<file path="config.mk">
export PLATFORM = sky130hd
export DESIGN_NAME = websocket_frame_decoder
export DESIGN_NICKNAME = d
export VERILOG_FILES = /design/src/design/wfd_pkg.sv /design/src/design/websocket_frame_decoder.sv
export SDC_FILE = /design/constraint.sdc
export NUM_CORES = 1
export LEC_CHECK = 0
export ABC_CLOCK_PERIOD_IN_PS = 6800
export BUFFER_PORTS_ARGS = -buffer_cell sky130_fd_sc_hd__buf_2
export CAP_MARGIN = 25
export CORE_UTILIZATION = 55
export CTS_BUF_LIST = sky130_fd_sc_hd__clkbuf_8
export DETAILED_ROUTE_END_ITERATION = 10
export GPL_ROUTABILITY_DRIVEN = 0
export MAX_ROUTING_LAYER = met4
export PLACE_DENSITY_LB_ADDON = 0.3
export RECOVER_POWER = 100
export SYNTH_ARGS = -nofsm -noshare
export SYNTH_HDL_FRONTEND = slang
export SYNTH_SLANG_ARGS = --single-unit
</file>
<file path="constraint.sdc">
create_clock -name clk_i -period 6.8 [get_ports clk_i]
set_clock_uncertainty 0.2 [all_clocks]
set_input_delay 0.68 -clock clk_i [delete_from_list [all_inputs] [get_ports clk_i]]
set_output_delay 0.68 -clock clk_i [all_outputs]
set_load 0.02 [all_outputs]
</file>
<file path="src/design/wfd_pkg.sv">
package wfd_pkg;

  typedef enum logic [5:0] {
    PhHead0   = 6'b000001,
    PhHead1   = 6'b000010,
    PhExtLen  = 6'b000100,
    PhMask    = 6'b001000,
    PhPayload = 6'b010000,
    PhHalted  = 6'b100000
  } phase_e;

  typedef enum logic [1:0] {
    EvByte  = 2'd0,
    EvEmpty = 2'd1,
    EvError = 2'd2
  } event_e;

  localparam logic [1:0] ErrNone   = 2'd0;
  localparam logic [1:0] ErrOpcode = 2'd1;
  localparam logic [1:0] ErrLength = 2'd2;

  localparam logic [2:0] MsgText   = 3'd0;
  localparam logic [2:0] MsgBinary = 3'd1;
  localparam logic [2:0] MsgClose  = 3'd2;
  localparam logic [2:0] MsgPing   = 3'd3;
  localparam logic [2:0] MsgPong   = 3'd4;

  localparam logic [3:0] OpCont   = 4'h0;
  localparam logic [3:0] OpText   = 4'h1;
  localparam logic [3:0] OpBinary = 4'h2;
  localparam logic [3:0] OpClose  = 4'h8;
  localparam logic [3:0] OpPing   = 4'h9;
  localparam logic [3:0] OpPong   = 4'hA;

  localparam logic [6:0]  Len16Code   = 7'd126;
  localparam logic [31:0] MaxLenReset = 32'd65536;

  typedef struct packed {
    event_e     kind;
    logic [7:0] data;
    logic [2:0] mtype;
    logic       fin;
    logic       last;
    logic [1:0] err;
  } result_t;

endpackage

</file>
<file path="src/design/websocket_frame_decoder.sv">
// WebSocket receive-side frame decoder. Takes one raw byte per cycle on the
// s_axis side and gives at most one item per byte on the m_axis side: an
// unmasked payload byte, an end mark for an empty frame, or a protocol error
// (reserved opcode, or payload length above max_frame_length). After an
// error every byte is taken and dropped until reset. Header, extended length
// and mask key bytes give only error or empty-frame items. Items are
// registered; a byte is accepted every cycle unless the output register
// holds an item that the sink stalls. The user writes max_frame_length
// (reset 65536) through cfg_we_i/cfg_wdata_i only while the stream is idle;
// the block does not enforce it. It is sampled when a frame's length is complete.
module websocket_frame_decoder (
  input  logic        clk_i,
  input  logic        rst_ni,
  input  logic        s_axis_tvalid,
  output logic        s_axis_tready,
  input  logic [7:0]  s_axis_tdata,   // [7:0] byte_in
  output logic        m_axis_tvalid,
  input  logic        m_axis_tready,
  output logic [15:0] m_axis_tdata,   // [7:0] payload_byte, [8] final_fragment,
                                      // [10:9] error_code, [15:11] zero
  output logic        m_axis_tlast,   // last_of_frame
  output logic [4:0]  m_axis_tuser,   // [1:0] event_kind, [4:2] message_type
  input  logic        cfg_we_i,
  input  logic [31:0] cfg_wdata_i
);
  import wfd_pkg::*;

  phase_e      phase_q, phase_d;
  logic        fin_q, fin_d;
  logic        masked_q, masked_d;
  logic [2:0]  cur_q, cur_d;
  logic [2:0]  held_q, held_d;
  logic [2:0]  count_q, count_d;
  logic [63:0] rem_q, rem_d;
  logic [31:0] key_q, key_d;
  logic [1:0]  off_q, off_d;
  logic [31:0] max_len_q;
  logic        out_valid_q;
  result_t     out_q, res;
  logic        res_valid;
  logic        fire;

  logic        len_done, start, masked_now, too_long;
  logic [63:0] len_full, start_len;
  logic [7:0]  key_byte;
  logic [7:0]  b;

  assign b             = s_axis_tdata;
  assign s_axis_tready = !out_valid_q || m_axis_tready;
  assign fire          = s_axis_tvalid && s_axis_tready;

  assign len_full   = (phase_q == PhHead1) ? {57'd0, b[6:0]} : {rem_q[55:0], b};
  assign masked_now = (phase_q == PhHead1) ? b[7] : masked_q;
  assign too_long   = (|len_full[63:32]) || (len_full[31:0] > max_len_q);
  assign key_byte   = masked_q ? key_q[{~off_q, 3'b000} +: 8] : 8'd0;

  always_comb begin
    phase_d   = phase_q;
    fin_d     = fin_q;
    masked_d  = masked_q;
    cur_d     = cur_q;
    held_d    = held_q;
    count_d   = count_q;
    rem_d     = rem_q;
    key_d     = key_q;
    off_d     = off_q;
    res       = '0;
    res_valid = 1'b0;
    len_done  = 1'b0;
    start     = 1'b0;
    start_len = rem_q;

    case (phase_q)
      PhHead0: begin
        fin_d   = b[7];
        phase_d = PhHead1;
        case (b[3:0])
          OpText:   begin cur_d = MsgText;   held_d = MsgText;   end
          OpBinary: begin cur_d = MsgBinary; held_d = MsgBinary; end
          OpClose:  cur_d = MsgClose;
          OpPing:   cur_d = MsgPing;
          OpPong:   cur_d = MsgPong;
          OpCont:   cur_d = held_q;
          default: begin
            phase_d   = PhHalted;
            res_valid = 1'b1;
            res.kind  = EvError;
            res.last  = 1'b1;
            res.err   = ErrOpcode;
          end
        endcase
      end
      PhHead1: begin
        masked_d = b[7];
        rem_d    = '0;
        if (b[6:0] < Len16Code) begin
          len_done = 1'b1;
        end else begin
          count_d = (b[6:0] == Len16Code) ? 3'd1 : 3'd7;
          phase_d = PhExtLen;
        end
      end
      PhExtLen: begin
        rem_d = len_full;
        if (count_q == 3'd0) begin
          len_done = 1'b1;
        end else begin
          count_d = count_q - 3'd1;
        end
      end
      PhMask: begin
        key_d = {key_q[23:0], b};
        if (count_q == 3'd0) begin
          start = 1'b1;
        end else begin
          count_d = count_q - 3'd1;
        end
      end
      PhPayload: begin
        off_d     = off_q + 2'd1;
        rem_d     = rem_q - 64'd1;
        res_valid = 1'b1;
        res.kind  = EvByte;
        res.data  = b ^ key_byte;
        res.mtype = cur_q;
        res.fin   = fin_q;
        res.last  = (rem_q == 64'd1);
        if (rem_q == 64'd1) begin
          phase_d = PhHead0;
        end
      end
      default: begin
      end
    endcase

    if (len_done) begin
      rem_d     = len_full;
      start_len = len_full;
      if (too_long) begin
        phase_d   = PhHalted;
        res_valid = 1'b1;
        res.kind  = EvError;
        res.last  = 1'b1;
        res.err   = ErrLength;
      end else if (masked_now) begin
        phase_d = PhMask;
        count_d = 3'd3;
      end else begin
        start = 1'b1;
      end
    end

    if (start) begin
      off_d = 2'd0;
      if (start_len == 64'd0) begin
        phase_d   = PhHead0;
        res_valid = 1'b1;
        res.kind  = EvEmpty;
        res.mtype = cur_q;
        res.fin   = fin_q;
        res.last  = 1'b1;
      end else begin
        phase_d = PhPayload;
      end
    end
  end

  always_ff @(posedge clk_i or negedge rst_ni) begin
    if (!rst_ni) begin
      phase_q     <= PhHead0;
      held_q      <= MsgText;
      max_len_q   <= MaxLenReset;
      out_valid_q <= 1'b0;
    end else begin
      if (cfg_we_i) begin
        max_len_q <= cfg_wdata_i;
      end
      if (fire) begin
        phase_q <= phase_d;
        held_q  <= held_d;
      end
      if (s_axis_tready) begin
        out_valid_q <= fire && res_valid;
      end
    end
  end

  always_ff @(posedge clk_i) begin
    if (fire) begin
      fin_q    <= fin_d;
      masked_q <= masked_d;
      cur_q    <= cur_d;
      count_q  <= count_d;
      rem_q    <= rem_d;
      key_q    <= key_d;
      off_q    <= off_d;
    end
    if (s_axis_tready) begin
      out_q <= res;
    end
  end

  assign m_axis_tvalid = out_valid_q;
  assign m_axis_tdata  = {5'd0, out_q.err, out_q.fin, out_q.data};
  assign m_axis_tlast  = out_q.last;
  assign m_axis_tuser  = {out_q.mtype, out_q.kind};

  a_halt_sticky: assert property (@(posedge clk_i) disable iff (!rst_ni)
    phase_q == PhHalted |=> phase_q == PhHalted)
    else $error("left halted phase before reset");

  a_halt_silent: assert property (@(posedge clk_i) disable iff (!rst_ni)
    fire && phase_q == PhHalted |=> !out_valid_q)
    else $error("item produced after error");

  a_error_last: assert property (@(posedge clk_i) disable iff (!rst_ni)
    out_valid_q && out_q.kind == EvError |-> out_q.last && out_q.err != ErrNone)
    else $error("error item without last or code");

  a_byte_clean: assert property (@(posedge clk_i) disable iff (!rst_ni)
    out_valid_q && out_q.kind != EvByte |-> out_q.data == 8'd0)
    else $error("nonzero data on non-payload item");

  a_err_only: assert property (@(posedge clk_i) disable iff (!rst_ni)
    out_valid_q && out_q.kind != EvError |-> out_q.err == ErrNone)
    else $error("error code on non-error item");

endmodule
</file>
# Yosys cells after proc, flatten, opt, wreduce, memory -nomap -nowiden
# Cells that the tools add are included.
[word_totals]
in_bits = 45
wordCells = 110
ff_bits = 165
output_inout_bits = 24
[classes]
mux = 52
eq_ne = 12
order_cmp = 2
n_addsub = 3
reduce_logical = 21
shifts = 1
n_bitwise = 2
[op_table]
columns = ["op", "n"]
rows = [
  ["$mux 64", 3],
  ["$pmux 64 s3", 1],
  ["$eq 64x1->1 const B", 1],
  ["$logic_not 64->1", 1],
  ["$sub 64x1->64 const B", 1],
  ["$mux 6", 7],
  ["$gt 32x32->1", 1],
  ["$reduce_or 32->1", 1],
  ["$shiftx 32x6->8", 1],
  ["$mux 3", 9],
  ["$pmux 3 s6", 1],
  ["$pmux 6 s3", 1],
  ["$mux 2", 8],
  ["$mux 5", 3],
  ["$eq 4x4->1 const B", 3],
  ["$mux 1", 12],
  ["$pmux 3 s2", 2],
  ["$mux 8", 1],
  ["$reduce_and 2->1", 4],
  ["$xor 8x8->8", 1],
  ["$eq 7x7->1 const B", 1],
  ["$lt 7x7->1 const B", 1],
  ["$eq 6x1->1 const B", 1],
  ["$eq 6x2->1 const B", 1],
  ["other kinds (21)", 27],
]

# Logic depth before layout (Yosys ltp)
[depth]
ltp_word = 9
mapped_depth = 15

# Least setup slack after synthesis
# OpenSTA, ideal clock, no wires.
[synth_path]
path_kind = "input to register"
startpoint = "input port m_axis_tready"
endpoint = "register rem_q[0], enable pin"
n_path_buf = 0
path_stages = 3
arrival_time_ps = 4910
setup_ps = 524
slack_ps = 1166
cell_sequence = "nand2b_1 nand2_1 a31oi_1"
[synth_via]
elab_chain_cells = 3
[synth_rtl]
columns = ["item", "line", "text"]
rows = [
  ["start: declaration", "websocket_frame_decoder.sv:18", "input logic m_axis_tready,"],
  ["$logic_or 1x1->1", "websocket_frame_decoder.sv:49", "assign s_axis_tready = !out_valid_q || m_axis_tready;"],
  ["$logic_and 1x1->1", "websocket_frame_decoder.sv:50", "assign fire = s_axis_tvalid && s_axis_tready;"],
  ["$reduce_and 2->1 (no source line)", "n/a", ""],
  ["end signal: assignment", "websocket_frame_decoder.sv:194", "rem_q <= rem_d;"],
  ["end: declaration", "websocket_frame_decoder.sv:34", "logic [63:0] rem_q, rem_d;"],
]
# No other way between the ends.
# A chain may end at the register's enable or synchronous reset.

==> run_results.csv <==
group,metric,value,unit
grt,grt_pass1_vias,6404,
yosys,synth_area_leaders,"edfxtp_1, dfrtp_1, nand2_1",
yosys,yosysWarnings,0,
min_path,hold_class,"in -> reg",
clock_network,path_clk_slew,0.09,ns
yosys,synth_edf_count,123,
clock_network,htreeDepth,4,
power,leakagePower,3.51,nW
timing,tightest_slew,2.73,ns
yosys,synth.top_cell.area_share,41.1,%
cells_and_area,final.fill_count,1389,
yosys,synth_top_area_cell,"edfxtp_1",
place,hpwl,13.2,mm
clock_network,cts_setup_buffers,0,
yosys,synthTopCellsByCount,"nand2_1, edfxtp_1, o21ai_0",
setup_path,cp-start-kind,"flip-flop",
setup_path,critPathCaptureType,"flip-flop",
die,dieArea,0.0169,mm^2
setup_path,crit_slowest_cell,"o31ai_1",
cells_and_area,antenna_cells,0,
cells_and_area,seq_area,0.00470,mm^2
setup_path,ff2ff_setup_slack,1.54,ns
power,power.density,284,mW/mm^2
yosys,ys_types,68,
yosys,avgSynthCellArea,10.4,um^2
cells_and_area,final_nets,991,
setup_path,crit_type,"reg -> reg",
grt,antenna_found_initial,0,
yosys,synth_ff_type,"edfxtp_1",
clock_network,clockBufferDepth,2,
clock_network,hold_buffers,0,
clock_network,cts_resized,0,
cells_and_area,syn_to_final_growth,8.00,%
die,start_util,56.4,%
die,row_count,46,
die,die_h,130,um
setup_path,path_cells,"nor4_1 -> nand2_1 -> and2_0 -> ha_1 -> nor3b_1 -> a31oi_1 -> o311ai_0 -> a221o_1 -> a221oi_1 -> a32oi_1 -> o31ai_1 -> nand2_2 -> a21boi_0",
grt,grt_overflow,0,
setup_path,arrival,5.36,ns
drt,avgViaCountPerCell,5.77,
cells_and_area,drive_above_1_share,10.0,%
clock_network,cts.sinks,163,
grt,grt_max_degree,80,
clock_network,insertion_delay,0.46,ns
drt,routedWlPerCell,16.9,um
setup_path,cpPeakStageDelay,0.81,ns
die,core_area,0.0159,mm^2
min_path,min-delay-start,"cfg_wdata_i[24]",
place,port_buffers,63,
timing,finalSetupViolations,0,
timing,fin_crit,5.26,ns
die,ios,69,
drt,drtPass1Iterations,5,
clock_network,cts_buffers,17,
flow_run,maxCapViolations,5,
yosys,ys_async_sr_fraction,24.5,%
run_status,violations,"max-capacitance violations, max-slew violations",
setup_path,crit_start,"phase_q[3]",
timing,finalCritPeriodShare,77.4,%
grt,grt_pass1_wl,32.1,mm
setup_path,r2r_start,"phase_q[3]",
timing,drv_slew,207,
yosys,synth_most_common_cell,"nand2_1",
run_status,status,"finished, violations left",
timing,fmax,0.190,GHz
drt,drtIter0Drc,623,
timing,hold_viol,0,
setup_path,r2r_cells,13,
yosys,yosysSeqAreaShare,52.2,%
drt,detail-route-antenna-nets,0,
power,ir_worst_vdd,188,uV
grt,grt_usage,25.8,%
drt,vias,6599,
yosys,synth_cells,867,
setup_path,crit_end,"m_axis_tuser[4]",
cells_and_area,multiInputGateArea,0.00393,mm^2
drt,routed_wl,19.4,mm
yosys,synth-seq-cells,163,
setup_path,r2r-end,"m_axis_tuser[4]",
setup_path,path_max_fanout,32,
drt,remaining_drc_errors,0,
yosys,syn_area,0.00900,mm^2
timing,rsz0062_at_grt,"no",
clock_network,cts-root-buf,"clkbuf_8",
power,total_power,2.76,mW
die,die_w,130,um
setup_path,cp.required,6.90,ns
timing,maxSlewHeadroom,-82.7,%
clock_network,cts_tree,"built",
timing,setup_tns,0,ns
-- power breakdown --
part	internal, mW	switching, mW	leakage [nW]
clock	0.254	0.376	0.171
combinational	0.247	0.423	1.67
sequential	1.30	0.159	1.67
total	1.80	0.958	3.51
-- flip-flops by register name, summed over array words and instances, names as in the netlist --
register	cells
count_q	3
cur_q	3
fin_q	1
held_q	1
key_q	32
m_axis_tdata	11
m_axis_tlast	1
m_axis_tuser	5
m_axis_tvalid	1
masked_q	1
max_len_q	32
off_q	2
phase_q	6
rem_q	64
-- layer usage --
layer | wire [um] | global-route usage (%) | share of wire (%)
met3 | 1110 | 5.33 | 5.7
met2 | 9290 | 40.9 | 48
met5 | 0 | - | 0
met1 | 8700 | 33.6 | 45
met4 | 249 | 7.52 | 1.3
-- how the worst min path moves through the flow --
| stage | end | cells after the start |
|---|---|---|
| 6_report | max_len_q[24] | 3 |
| 5_1_grt | max_len_q[31] | 3 |
| 4_1_cts | max_len_q[20] | 1 |
| 3_5_place_dp | key_q[16] | 0 |
| 3_3_place_gp | key_q[26] | 0 |
| 2_1_floorplan | held_q[0] | 0 |
-- cells in the final DEF, fill, tap and decap left out, types with 10 or more instances in the layout --
cell type,Yosys,routed
a21oi_1,20,20
and2_1,24,20
buf_2,1,34
clkbuf_1,38,33
clkbuf_8,0,17
dfrtp_1,38,38
edfxtp_1,123,123
ha_1,32,32
inv_1,42,43
nand2_1,127,127
nand3_1,11,10
nor2_1,56,55
nor3_1,27,27
nor4_1,19,20
o21ai_0,93,93
xnor2_1,41,41
xor2_1,27,27
-- cell families (layout without fill, tap and decap cells) --
| kind of cell | Yosys count | after routing | share of synthesized area [%] |
|---|---|---|---|
| xor gates and xnor gates | 68 | 68 | 6.62 |
| other | 1 | 5 | 0.0417 |
| AOI/OAI and AO/OA | 169 | 169 | 11.6 |
| buffers and inverters | 89 | 145 | 3.94 |
| muxes | 14 | 14 | 2.71 |
| adders and majority gates | 32 | 32 | 4.45 |
| DFF | 163 | 163 | 52.2 |
| and+or+nand+nor | 331 | 331 | 18.5 |
-- area by class of cell --
| cell class | count | area share (%) |
|---|---|---|
| Tap cell | 216 | 2.78 |
| Timing Repair Buffer | 70 | 3.28 |
| Clock buffer | 17 | 2.41 |
| Sequential cell | 163 | 48.3 |
| Inverter | 43 | 1.66 |
| Multi-Input combinational cell | 619 | 40.4 |
| Clock inverter | 15 | 1.12 |
-- critical path: cells and delay by family, from the launching register on --
kind | cells | cell delay, ns
flops | 1 | 0.42
fa+ha+maj | 1 | 0.32
compound gates | 7 | 2.22
simple gates | 5 | 1.93
-- stage by stage --
| stage | std cells | util (%) | hold WS, ns | cell area [um^2] | worst slack, ns |
|---|---|---|---|---|---|
| floorplan | 871 | - | 0.184 | 9010 | 1.17 |
| global placement | 1109 | 59.4 | 0.224 | 9470 | 2.28 |
| detailed placement | 1109 | 59.4 | 0.235 | 9470 | 2.09 |
| CTS | 1141 | 61.5 | 0.155 | 9810 | 2.06 |
| global route | 1143 | 60.9 | 0.194 | 9720 | 1.01 |
| finish | 1143 | 60.9 | 0.219 | 9720 | 1.54 |
Power figures use the tool's default switching activity.
